===== config.mk =====
export PLATFORM = sky130hd
export DESIGN_NAME = sharp_resampling_weight_generator_core
export DESIGN_NICKNAME = d
export VERILOG_FILES = /design/src/hdl/srwg_pkg.sv /design/src/hdl/sharp_resampling_weight_generator_core.sv
export SDC_FILE = /design/constraint.sdc
export NUM_CORES = 2
export LEC_CHECK = 0
export ABC_AREA = 1
export CAP_MARGIN = 20
export CORE_ASPECT_RATIO = 0.6
export CORE_MARGIN = 2
export CORE_UTILIZATION = 60
export DETAILED_ROUTE_END_ITERATION = 10
export DONT_BUFFER_PORTS = 1
export GPL_TIMING_DRIVEN = 0
export PLACE_DENSITY = 0.84
export SLEW_MARGIN = 20
export SYNTH_ARGS = -nofsm -noshare
export SYNTH_HDL_FRONTEND = slang
export SYNTH_SLANG_ARGS = --single-unit

===== constraint.sdc =====
create_clock -name i_clk -period 39.9 [get_ports i_clk]
set_input_delay 1.995 -clock i_clk [delete_from_list [all_inputs] [get_ports i_clk]]
set_output_delay 1.995 -clock i_clk [all_outputs]
set_load 0.02 [all_outputs]

===== src/hdl/srwg_pkg.sv =====
// Shared constants, types and kernel coefficients for the sharp resampling weight generator.
package srwg_pkg;

    localparam int RADIUS_DEF  = 5;
    localparam int STEPS_DEF   = 2000;
    localparam int OFF_W       = 11;
    localparam int POS_W       = 4;
    localparam int WT_W        = 18;
    // Rounded weight magnitudes stay below 2^17 for every piece of the kernel.
    localparam int QUO_W       = 17;
    localparam int QUEUE_DEPTH = 4;
    localparam int COEF_W      = 13;

    typedef enum logic [2:0] {
        PC_CORE,
        PC_LOBE1,
        PC_LOBE2,
        PC_LOBE3,
        PC_TAIL,
        PC_ZERO
    } t_piece;

    typedef logic signed [COEF_W-1:0] t_coef;

    // Each piece numerator over 1152*S*S is c_dd*d*d + c_ds*d*S + c_ss*S*S.
    typedef struct packed {
        t_coef c_dd;
        t_coef c_ds;
        t_coef c_ss;
    } t_coefs;

    function automatic t_coefs piece_coefs(t_piece p);
        t_coefs c;
        unique case (p)
            PC_CORE: begin
                c.c_dd = -13'sd1912; c.c_ds = 13'sd0;     c.c_ss = 13'sd1154;
            end
            PC_LOBE1: begin
                c.c_dd = 13'sd1120;  c.c_ds = -13'sd3032; c.c_ss = 13'sd1912;
            end
            PC_LOBE2: begin
                c.c_dd = -13'sd192;  c.c_ds = 13'sd904;   c.c_ss = -13'sd1040;
            end
            PC_LOBE3: begin
                c.c_dd = 13'sd32;    c.c_ds = -13'sd216;  c.c_ss = 13'sd360;
            end
            PC_TAIL: begin
                c.c_dd = -13'sd4;    c.c_ds = 13'sd36;    c.c_ss = -13'sd81;
            end
            default: begin
                c.c_dd = 13'sd0;     c.c_ds = 13'sd0;     c.c_ss = 13'sd0;
            end
        endcase
        return c;
    endfunction

endpackage


===== src/hdl/sharp_resampling_weight_generator_core.sv =====
// Top level of the sharp resampling weight generator: offset queue, tap sequencer and weight pipe.
//
// Usage: each input word carries one sub-pixel offset in steps of 1/STEPS_PER_UNIT
// pixel on i_offset_steps, qualified by i_in_valid and held off by o_in_stall. For
// every offset the block returns 2*RADIUS+1 output words, leftmost tap first, each
// with its tap position and a signed weight in units of 2^-16; o_last_tap marks the
// final word of the run. The output channel is qualified by o_out_valid and held
// off by i_out_stall.
// Throughput: one output word per cycle while i_out_stall is low and offsets keep
// coming; the tap sequencer, which issues one tap per cycle, sets it.
// Path: queue memory, next-offset register, sequencer, then the distance, product,
// term, dividend, reciprocal product, estimate, correction and output registers.
// Offsets wait in a four-entry queue memory, so the input keeps flowing while
// results are still being taken; o_in_stall rises only when that queue is full.
// A stall on the output freezes the whole weight pipe in place; nothing is dropped.
// Reset empties the queue and the pipe; there is no other state and no clearing pass.
module sharp_resampling_weight_generator_core
    import srwg_pkg::*;
#(
    parameter int RADIUS         = RADIUS_DEF,
    parameter int STEPS_PER_UNIT = STEPS_DEF
) (
    input  logic                    i_clk,
    input  logic                    i_rst_n,
    input  logic                    i_in_valid,
    output logic                    o_in_stall,
    input  logic [OFF_W-1:0]        i_offset_steps,
    output logic                    o_out_valid,
    input  logic                    i_out_stall,
    output logic [POS_W-1:0]        o_tap_position,
    output logic signed [WT_W-1:0]  o_weight,
    output logic                    o_last_tap
);

    // Distance index range and derived widths.
    localparam int MAX_IDX = (9 * STEPS_PER_UNIT) / 2 + 1;
    localparam int DW      = $clog2(MAX_IDX + 1);
    localparam int CW      = DW + 2;
    localparam int SW      = $clog2(STEPS_PER_UNIT + 1);
    localparam int DDW     = 2 * DW;
    localparam int DSW     = DW + SW;
    localparam logic [63:0] SS = 64'(STEPS_PER_UNIT) * 64'(STEPS_PER_UNIT);
    localparam int SSW     = $clog2(SS + 64'd1);
    localparam int TW      = SSW + 15;
    localparam int NW      = TW + 2;
    localparam int XW      = NW + 11;
    localparam logic [XW-1:0] DEN = XW'(64'd9 * SS);
    localparam logic [XW-1:0] D2X = XW'(64'd18 * SS);

    // Division by the constant 18*S*S. The top bits of the dividend times a scaled
    // reciprocal give the quotient or one less; a compare against the remainder
    // settles which.
    localparam int CLD = $clog2(D2X);
    localparam int LSH = CLD - 3;
    localparam int HW  = XW - LSH;
    localparam int RW  = XW + 3 - CLD;
    localparam int RSH = HW + 2;
    localparam int PW  = HW + RW;
    localparam logic [RW-1:0] RECIP = RW'((64'd1 << (XW + 2)) / 64'(D2X));

    // Tap sequencing.
    localparam int TAPS = 2 * RADIUS + 1;
    localparam int TPW  = $clog2(TAPS);
    localparam logic [TPW-1:0] LAST_TAP = TPW'(TAPS - 1);
    localparam int TSW  = $clog2(RADIUS * STEPS_PER_UNIT + MAX_IDX + 2 ** OFF_W) + 1;
    localparam logic signed [TSW-1:0] TS_START = TSW'(-(RADIUS * STEPS_PER_UNIT));
    localparam logic signed [TSW-1:0] TS_STEP  = TSW'(STEPS_PER_UNIT);

    // Offset queue.
    localparam int PTR_W = $clog2(QUEUE_DEPTH);
    localparam int CNT_W = $clog2(QUEUE_DEPTH + 1);

    logic [OFF_W-1:0] r_queue [QUEUE_DEPTH];
    logic [PTR_W-1:0] r_wr_ptr;
    logic [PTR_W-1:0] r_rd_ptr;
    logic [CNT_W-1:0] r_count;
    logic             r_next_valid;
    logic [OFF_W-1:0] r_next_off;

    // Sequencer.
    logic                  r_busy;
    logic [TPW-1:0]        r_tap;
    logic [OFF_W-1:0]      r_off;
    logic signed [TSW-1:0] r_ts;

    // Distance stage.
    logic            r_s0_valid;
    logic [DW-1:0]   r_s0_d;
    logic [TPW-1:0]  r_s0_pos;
    logic            r_s0_last;

    // Product stage.
    logic            r_s1_valid;
    logic [DDW-1:0]  r_s1_dd;
    logic [DSW-1:0]  r_s1_ds;
    t_piece          r_s1_piece;
    logic [TPW-1:0]  r_s1_pos;
    logic            r_s1_last;

    // Term stage.
    logic                 r_s2_valid;
    logic signed [TW-1:0] r_s2_ta;
    logic signed [TW-1:0] r_s2_tb;
    logic signed [TW-1:0] r_s2_tc;
    logic [TPW-1:0]       r_s2_pos;
    logic                 r_s2_last;

    // Dividend stage.
    logic            r_x_valid;
    logic [XW-1:0]   r_x;
    logic            r_x_neg;
    logic [TPW-1:0]  r_x_pos;
    logic            r_x_last;

    // Reciprocal product stage.
    logic            r_m_valid;
    logic [PW-1:0]   r_m_prod;
    logic [XW-1:0]   r_m_x;
    logic            r_m_neg;
    logic [TPW-1:0]  r_m_pos;
    logic            r_m_last;

    // Quotient estimate stage.
    logic             r_e_valid;
    logic [QUO_W-1:0] r_e_q;
    logic [XW-1:0]    r_e_qd;
    logic [XW-1:0]    r_e_x;
    logic             r_e_neg;
    logic [TPW-1:0]   r_e_pos;
    logic             r_e_last;

    // Corrected quotient stage.
    logic             r_f_valid;
    logic [QUO_W-1:0] r_f_q;
    logic             r_f_neg;
    logic [TPW-1:0]   r_f_pos;
    logic             r_f_last;

    // Output register.
    logic                   r_o_valid;
    logic [TPW-1:0]         r_o_pos;
    logic signed [WT_W-1:0] r_o_weight;
    logic                   r_o_last;

    logic                  en;
    logic                  push;
    logic                  pop;
    logic                  at_last;
    logic                  consume;
    logic signed [TSW-1:0] diff;
    logic [TSW-1:0]        dist_abs;
    logic [DW-1:0]         n_d;
    logic [CW-1:0]         twod;
    t_piece                n_piece;
    t_coefs                coefs;
    logic signed [TW-1:0]  n_ta;
    logic signed [TW-1:0]  n_tb;
    logic signed [TW-1:0]  n_tc;
    logic signed [NW-1:0]  numer;
    logic [NW-1:0]         numer_mag;
    logic [XW-1:0]         n_x;
    logic [QUO_W-1:0]      q_est;

    assign o_in_stall     = (r_count == CNT_W'(QUEUE_DEPTH));
    assign o_out_valid    = r_o_valid;
    assign o_tap_position = POS_W'(r_o_pos);
    assign o_weight       = r_o_weight;
    assign o_last_tap     = r_o_last;

    always_comb begin
        // The pipe advances unless a finished word is held by the receiver.
        en      = !r_o_valid || !i_out_stall;
        push    = i_in_valid && !o_in_stall;
        pop     = (r_count != '0) && !r_next_valid;
        at_last = (r_tap == LAST_TAP);
        // A waiting offset is loaded when the sequencer is idle or on its final tap.
        consume = en && r_next_valid && (!r_busy || at_last);

        diff     = r_ts - $signed(TSW'(r_off));
        dist_abs = (diff < 0) ? TSW'(-diff) : TSW'(diff);
        n_d      = (dist_abs > TSW'(MAX_IDX)) ? DW'(MAX_IDX) : dist_abs[DW-1:0];

        // Each piece includes its upper boundary.
        twod = CW'({r_s0_d, 1'b0});
        if (twod <= CW'(STEPS_PER_UNIT)) begin
            n_piece = PC_CORE;
        end else if (twod <= CW'(3 * STEPS_PER_UNIT)) begin
            n_piece = PC_LOBE1;
        end else if (twod <= CW'(5 * STEPS_PER_UNIT)) begin
            n_piece = PC_LOBE2;
        end else if (twod <= CW'(7 * STEPS_PER_UNIT)) begin
            n_piece = PC_LOBE3;
        end else if (twod <= CW'(9 * STEPS_PER_UNIT)) begin
            n_piece = PC_TAIL;
        end else begin
            n_piece = PC_ZERO;
        end

        coefs = piece_coefs(r_s1_piece);
        n_ta  = TW'(coefs.c_dd * $signed({1'b0, r_s1_dd}));
        n_tb  = TW'(coefs.c_ds * $signed({1'b0, r_s1_ds}));
        n_tc  = TW'(coefs.c_ss * $signed({1'b0, SS[SSW-1:0]}));

        // Rounded quotient is (2*|N|*512 + den) / (2*den), ties away from zero.
        numer     = NW'(r_s2_ta) + NW'(r_s2_tb) + NW'(r_s2_tc);
        numer_mag = (numer < 0) ? NW'(-numer) : NW'(numer);
        n_x       = (XW'(numer_mag) << 10) + DEN;

        // Never above the true quotient and at most one below it.
        q_est = r_m_prod[RSH +: QUO_W];
    end

    // Control state.
    always_ff @(posedge i_clk) begin
        if (!i_rst_n) begin
            r_wr_ptr     <= '0;
            r_rd_ptr     <= '0;
            r_count      <= '0;
            r_next_valid <= 1'b0;
            r_busy       <= 1'b0;
            r_tap        <= '0;
            r_s0_valid   <= 1'b0;
            r_s1_valid   <= 1'b0;
            r_s2_valid   <= 1'b0;
            r_x_valid    <= 1'b0;
            r_m_valid    <= 1'b0;
            r_e_valid    <= 1'b0;
            r_f_valid    <= 1'b0;
            r_o_valid    <= 1'b0;
        end else begin
            if (push) begin
                r_wr_ptr <= (r_wr_ptr == PTR_W'(QUEUE_DEPTH - 1)) ? '0 : r_wr_ptr + PTR_W'(1);
            end
            if (pop) begin
                r_rd_ptr <= (r_rd_ptr == PTR_W'(QUEUE_DEPTH - 1)) ? '0 : r_rd_ptr + PTR_W'(1);
            end
            r_count <= r_count + CNT_W'(push) - CNT_W'(pop);

            if (pop) begin
                r_next_valid <= 1'b1;
            end else if (consume) begin
                r_next_valid <= 1'b0;
            end

            if (en) begin
                if (consume) begin
                    r_busy <= 1'b1;
                    r_tap  <= '0;
                end else if (r_busy) begin
                    if (at_last) begin
                        r_busy <= 1'b0;
                    end else begin
                        r_tap <= r_tap + TPW'(1);
                    end
                end
                r_s0_valid <= r_busy;
                r_s1_valid <= r_s0_valid;
                r_s2_valid <= r_s1_valid;
                r_x_valid  <= r_s2_valid;
                r_m_valid  <= r_x_valid;
                r_e_valid  <= r_m_valid;
                r_f_valid  <= r_e_valid;
                r_o_valid  <= r_f_valid;
            end
        end
    end

    // Payload path: queue memory, sequencer data and the weight pipe.
    always_ff @(posedge i_clk) begin
        if (push) begin
            r_queue[r_wr_ptr] <= i_offset_steps;
        end
        if (pop) begin
            r_next_off <= r_queue[r_rd_ptr];
        end

        if (en) begin
            if (consume) begin
                r_off <= r_next_off;
                r_ts  <= TS_START;
            end else if (r_busy) begin
                r_ts <= r_ts + TS_STEP;
            end

            r_s0_d    <= n_d;
            r_s0_pos  <= r_tap;
            r_s0_last <= at_last;

            r_s1_dd    <= DDW'(r_s0_d) * DDW'(r_s0_d);
            r_s1_ds    <= DSW'(r_s0_d) * DSW'(STEPS_PER_UNIT);
            r_s1_piece <= n_piece;
            r_s1_pos   <= r_s0_pos;
            r_s1_last  <= r_s0_last;

            r_s2_ta   <= n_ta;
            r_s2_tb   <= n_tb;
            r_s2_tc   <= n_tc;
            r_s2_pos  <= r_s1_pos;
            r_s2_last <= r_s1_last;

            r_x      <= n_x;
            r_x_neg  <= (numer < 0);
            r_x_pos  <= r_s2_pos;
            r_x_last <= r_s2_last;

            r_m_prod <= PW'(r_x[XW-1:LSH]) * PW'(RECIP);
            r_m_x    <= r_x;
            r_m_neg  <= r_x_neg;
            r_m_pos  <= r_x_pos;
            r_m_last <= r_x_last;

            r_e_q    <= q_est;
            r_e_qd   <= XW'(q_est) * D2X;
            r_e_x    <= r_m_x;
            r_e_neg  <= r_m_neg;
            r_e_pos  <= r_m_pos;
            r_e_last <= r_m_last;

            // A remainder of at least one divisor means the estimate was one short.
            r_f_q    <= (r_e_x >= r_e_qd + D2X) ? r_e_q + QUO_W'(1) : r_e_q;
            r_f_neg  <= r_e_neg;
            r_f_pos  <= r_e_pos;
            r_f_last <= r_e_last;

            r_o_pos    <= r_f_pos;
            r_o_last   <= r_f_last;
            r_o_weight <= r_f_neg ? $signed(-WT_W'(r_f_q)) : $signed(WT_W'(r_f_q));
        end
    end

endmodule


* Word level (Yosys, flattened, before mapping)
Memory sizes are Yosys's and may differ from the RTL's. A register that Yosys moved wholly into a read port is not among the register bits.
Index checks and enable logic that the tools add are counted.
** Storage, ports and cells
- Bits of input ports :: 15
- Output and inout port bits :: 25
- RAM bits :: 44
- Bits in registers :: 537
- Memories :: 1
- Logic and storage cells :: 137
** Operators by class
- Add/subtract/negate cells :: 15
- Reduce and logical (&&, ||, !) cells :: 20
- Order comparisons :: 9
- Equal/unequal tests :: 9
- Muxes and demuxes :: 22
- $mul :: 7
** Memory list
- r_queue :: depth 4, width 11, read ports 1, clocked after Yosys merged registers in 1, wr ports 1, line sharp_resampling_weight_generator_core.sv:73 : logic [OFF_W-1:0] r_queue [QUEUE_DEPTH];
** Operator list (count)
- case mux 39 bit (5 select lines) :: 1
- adder 49 x 26 -> 50 bit, second input constant :: 1
- greater-or-equal comparator 50 x 45 -> 1 bit :: 1
- adder 44 x 27 -> 45 bit, second input constant :: 1
- multiplier 26 x 25 -> 44 bit, second input constant :: 1
- adder 38 x 36 -> 39 bit :: 1
- < comparator 39 x 1 -> 1 bit, second input constant :: 1
- 2-to-1 mux 39 bit :: 1
- negator 39 bit :: 1
- adder 37 x 37 -> 38 bit :: 1
- multiplier 13 x 29 -> 37 bit :: 1
- multiplier 17 x 18 -> 35 bit, second input constant :: 1
- 2-to-1 mux 17 bit :: 2
- multiplier 13 x 22 -> 33 bit :: 1
- 2-to-1 mux 16 bit :: 2
- <= comparator 15 x 14 -> 1 bit, second input constant :: 2
- multiplier 13 x 15 -> 28 bit, second input constant :: 1
- multiplier 14 x 14 -> 28 bit :: 1
- multiplier 14 x 7 -> 21 bit, second input constant :: 1
- negator 17 -> 18 bit :: 1
- adder 17 x 1 -> 17 bit, second input constant :: 1
- adder 16 x 12 -> 16 bit, second input constant :: 1
- > comparator 16 x 14 -> 1 bit, second input constant :: 1
- < comparator 16 x 1 -> 1 bit, second input constant :: 1
- 28 further kinds :: 55

* Depth between registers and ports, before layout
- Depth in word-level cells :: 6
- Gate-level depth with buffers :: 35
- Gate-level depth less buffers :: 34

* Least setup slack after synthesis
OpenSTA, ideal clock, no wires.
- Path kind :: input port to flip-flop
- Start point :: in i_out_stall
- End point :: reg r_ts[9], data pin
- Setup slack :: 24141 ps
- Stages on the path :: 8
- Arrival time :: 15498 ps
- Setup time :: 261 ps
- Data required time :: 39639 ps
- Path buffers :: 0
- Cells stage by stage :: nand2_1 > clkinv_1 > nor2_1 > inv_1 > a21oi_1 > inv_1 > o21ai_0 > a21oi_1
** On the way
- Word-level cells in the longest chain between the ends :: 4
** RTL lines
- from (decl) :: line sharp_resampling_weight_generator_core.sv:29 : input logic i_out_stall,
- logical NOT 1 bit :: line sharp_resampling_weight_generator_core.sv:172 : en = !r_o_valid || !i_out_stall;
- logical OR 1 bit :: line sharp_resampling_weight_generator_core.sv:172
- logical AND 1 bit (2 in series) :: line sharp_resampling_weight_generator_core.sv:177 : consume = en && r_next_valid && (!r_busy || at_last);
- to (signal assigned) :: line sharp_resampling_weight_generator_core.sv:282 : r_ts <= r_ts + TS_STEP;
- to (decl) :: line sharp_resampling_weight_generator_core.sv:84 : logic signed [TSW-1:0] r_ts;
No other way between the ends.
A chain may end at the register's enable or synchronous reset.

* Final worst setup path
- Start point :: reg r_s1_piece[1]
- End point :: reg r_s2_ta[31], data pin
** On the way
- Word-level cells in the longest chain between the ends :: 3
- Elaborated cells between the ends (all ways) :: 7
- Those cells by class :: 1 x mul; 4 x eq/ne; 1 x mux; 1 x reduce/logical
** RTL lines
- from (decl) :: line sharp_resampling_weight_generator_core.sv:96 : t_piece r_s1_piece;
- from (signal assigned) :: line sharp_resampling_weight_generator_core.sv:291 : r_s1_piece <= n_piece;
- equality test 3 bit, or another cell as far along :: line srwg_pkg.sv:34 : unique case (p)
- case mux 39 bit (5 select lines) (*) :: line srwg_pkg.sv:34
- multiplier 13 x 29 -> 37 bit (*) :: line sharp_resampling_weight_generator_core.sv:200 : n_ta = TW'(coefs.c_dd * $signed({1'b0, r_s1_dd}));
- via n_ta[31] :: line sharp_resampling_weight_generator_core.sv:156 : logic signed [TW-1:0] n_ta;
- to (signal assigned) :: line sharp_resampling_weight_generator_core.sv:295 : r_s2_ta <= n_ta;
- to (decl) :: line sharp_resampling_weight_generator_core.sv:102 : logic signed [TW-1:0] r_s2_ta;
Mark *: on every way through the listed nets, which the timed path passes. The rest lies on a longest branch.

==> reports/results.tsv <==
metric	value	unit
worst_r2r_path_depth	28	
end_kind	flip-flop	
cts-buffers-inserted	52	
ctsLongestPathBuffers	3	
die_width	434	µm
timing.hold.worst.class	flip-flop to flip-flop	
cts_h_tree_depth	2	
syn_area_per_cell	9.50	µm²
final_common_cell	inv_1	
min_period_over_period	25.4	%
worst_r2r_endpoint	r_s2_ta[31]	
crit_path_end	r_s2_ta[31]	
timing.reg2reg.setup_slack	29750	ps
start_util	60.6	%
number_of_antenna_violations_at_the_first_check_in_global_routing	4	
drt-vias-per-instance	5.60	
ys_seq_elements	513	
clk_pin_slew	70	ps
grt_util_all_layers	30.3	%
top_level_ports	40	
layout.cell_area.non_filler	70600	µm²
final-max-slew-violation-count	0	
achievable-frequency	98.5	MHz
synthesis.area	66600	µm²
final-setup-viol-count	0	
grt_remaining_overflow	0	
critical-path-max-stage-delay	640	ps
worst_ep_required_time	40280	ps
n_antenna_cell	0	
grt_most_used_layer	met1	
placed_cell_area	68700	µm²
dieArea	114000	µm²
core	110000	µm²
portBuffers	0	
outcome	finished, final reports clean	
post-dp-hpwl	140000	µm
most-common-layout-cells	inv_1, nand2_1, ha_1	
drc	0	
cts_resized	0	
drt-pass1-iter-count	6	
cp_slowest_cell	clkbuf_2	
die_height	262	µm
final_nets	8981	
routed-via-count	48232	
data_arrival_time_at_the_worst_slack_endpoint	10530	ps
detail-route-antenna-nets	0	
cts.hold.buffers_added	0	
synth_cell_type_count	56	
global_route_wire_length_before_repair	266000	µm
worst_slew_margin_rel	21.4	%
worst-setup-path-type	flip-flop to flip-flop	
synthToLayoutAreaGrowth	5.92	%
worst_pin_slew	1180	ps
row_count	94	
rr_startpoint	r_s1_piece[1]	
groute.layer.met1.usage	46.8	%
gp_routability_congestion	0.996	
crit_start	r_s1_piece[1]	
fillers	8494	
global_routing_usage_on_met3	10.8	%
timing.critical_path.from_type	flip-flop	
drive_above_1_share	2.99	%
grt_pass1_vias	48953	
synth_seq_area_share	22.8	%
fin_setup_tns	0	ps
dr.first_iter.drc_count	4851	
worst-path-max-fanout	16	
pin_count_of_the_biggest_net_entering_global_routing	61	
post-cts-setup-buffer-count	0	
post-route-min-period	10150	ps
grt.met2_usage	41.7	%
worst_skew_pair.late_latency	670	ps
tritoncts	built	
yosys_warnings	0	
synth_cells	7011	
rsz0062_at_grt	no	
clock_sinks	513	
postRouteWirelength	167000	µm
routedWlPerCell	19.4	µm
cts_root_buf	clkbuf_16	
worst_clock_skew	29.5	ps
max-cap-violations	0	
finalHoldViolCount	0	
-- sequential cells by signal (all words and copies together) (netlist names), 11 cells and up --
| name | flops |
|---|---|
| r_ts | 12 |
| r_s2_tb | 30 |
| r_next_off | 11 |
| r_s1_ds | 20 |
| r_f_q | 17 |
| r_e_q | 17 |
| r_s1_dd | 27 |
| r_s0_d | 14 |
| r_queue | 44 |
| r_s2_ta | 35 |
| o_weight | 18 |
| r_off | 11 |
| r_e_x | 38 |
| r_m_x | 36 |
| r_s2_tc | 27 |
| r_e_qd | 31 |
| r_m_prod | 19 |
| r_x | 38 |
-- cell type report --
class / instances / area [µm²] / area share (%)
Buffer: 66 / 302 / 0.427
Tap cell: 1488 / 1860 / 2.64
Timing Repair Buffer: 11 / 231 / 0.328
Inverter: 1657 / 6220 / 8.82
Clock buffer: 59 / 1330 / 1.88
Sequential cell: 513 / 15200 / 21.5
Multi-Input combinational cell: 4776 / 44900 / 63.7
Clock inverter: 38 / 497 / 0.704
-- worst min path at each step --
stage / start / end / slack, ps / cells after the start
final: r_m_x[18] / r_e_x[18] / 420 / 0
after global routing: r_m_x[18] / r_e_x[18] / 430 / 0
after CTS: r_m_x[18] / r_e_x[18] / 420 / 0
after detailed placement: r_m_x[15] / r_e_x[15] / 400 / 0
after global placement: r_x_neg / r_m_neg / 400 / 0
after floorplan: r_f_last / o_last_tap / 400 / 0
-- synth_stat cells, drive strengths merged --
| cell type | instances | share of area, % |
|---|---|---|
| o2111ai | 1 | 0.013 |
| a211oi | 7 | 0.079 |
| xor2 | 217 | 2.9 |
| and2 | 5 | 0.047 |
| nor4 | 18 | 0.17 |
| conb | 1 | 0.0056 |
| o221ai | 4 | 0.053 |
| edfxtp | 492 | 22 |
| a221oi | 1 | 0.013 |
| o21ai | 163 | 1.2 |
| o211ai | 8 | 0.090 |
| nand2 | 1020 | 5.9 |
| mux2 | 2 | 0.034 |
| nor3b | 2 | 0.023 |
| clkbuf | 52 | 0.29 |
| ha | 960 | 18 |
| inv | 1653 | 9.3 |
| nor3 | 41 | 0.34 |
| a21oi | 277 | 2.1 |
| dfxtp | 21 | 0.63 |
| fa | 929 | 28 |
| a21o | 18 | 0.20 |
| o22ai | 12 | 0.11 |
| nor2 | 632 | 3.6 |
| a31oi | 26 | 0.24 |
| a21boi | 17 | 0.20 |
| xnor2 | 97 | 1.3 |
| nand4 | 64 | 0.60 |
| buf | 14 | 0.16 |
| o31ai | 13 | 0.15 |
| a2111o | 1 | 0.017 |
| a32oi | 1 | 0.013 |
| clkinv | 4 | 0.023 |
| nand3b | 12 | 0.14 |
| o21bai | 11 | 0.12 |
| a221o | 2 | 0.030 |
| a311o | 1 | 0.015 |
| or2 | 11 | 0.10 |
| nand3 | 185 | 1.4 |
| o21a | 16 | 0.18 |
-- per-stage QoR --
stage	cells	util, %	worst slack, ps	hold slack [ps]
final	8608	64.2	29750	417
after global routing	8608	64.2	29520	425
after CTS	8606	64.2	29930	420
after detailed placement	8509	62.5	29950	405
after global placement	8500	62.3	18700	401
after floorplan	7012	-	24140	400
-- layer usage --
metal  up-vias  part of all wire, %
met5         -               0.0066
met4         2                  1.1
met3       159                   14
met2      2278                   39
met1     23662                   46
li1      22131                    -
-- cells by family (layout without fill, tap and decap cells) --
| family | Yosys count | in the layout | share of synthesized area (%) |
|---|---|---|---|
| AOI/OAI and AO/OA | 579 | 579 | 4.86 |
| xor gates and xnor gates | 314 | 314 | 4.16 |
| adders and majority gates | 1889 | 1889 | 46.0 |
| buffers and inverters | 1723 | 1831 | 9.79 |
| DFF | 513 | 513 | 22.8 |
| muxes | 2 | 2 | 0.0338 |
| other | 1 | 2 | 0.00563 |
| and+or+nand+nor | 1990 | 1990 | 12.4 |
-- worst max-delay path, delay by kind of cell (launching register included) --
family	cells	cell delay, ps
adder cells (fa/ha/maj)	7	3410
AND/OR/NAND/NOR	6	2200
buffers and inverters	7	1590
AO/OA/AOI/OAI	7	1580
flip-flops	1	580
XOR/XNOR	1	480
Power is left out: the tool's default activity adds up to more than one toggle a clock period on the data nets, which glitch-free logic cannot reach.
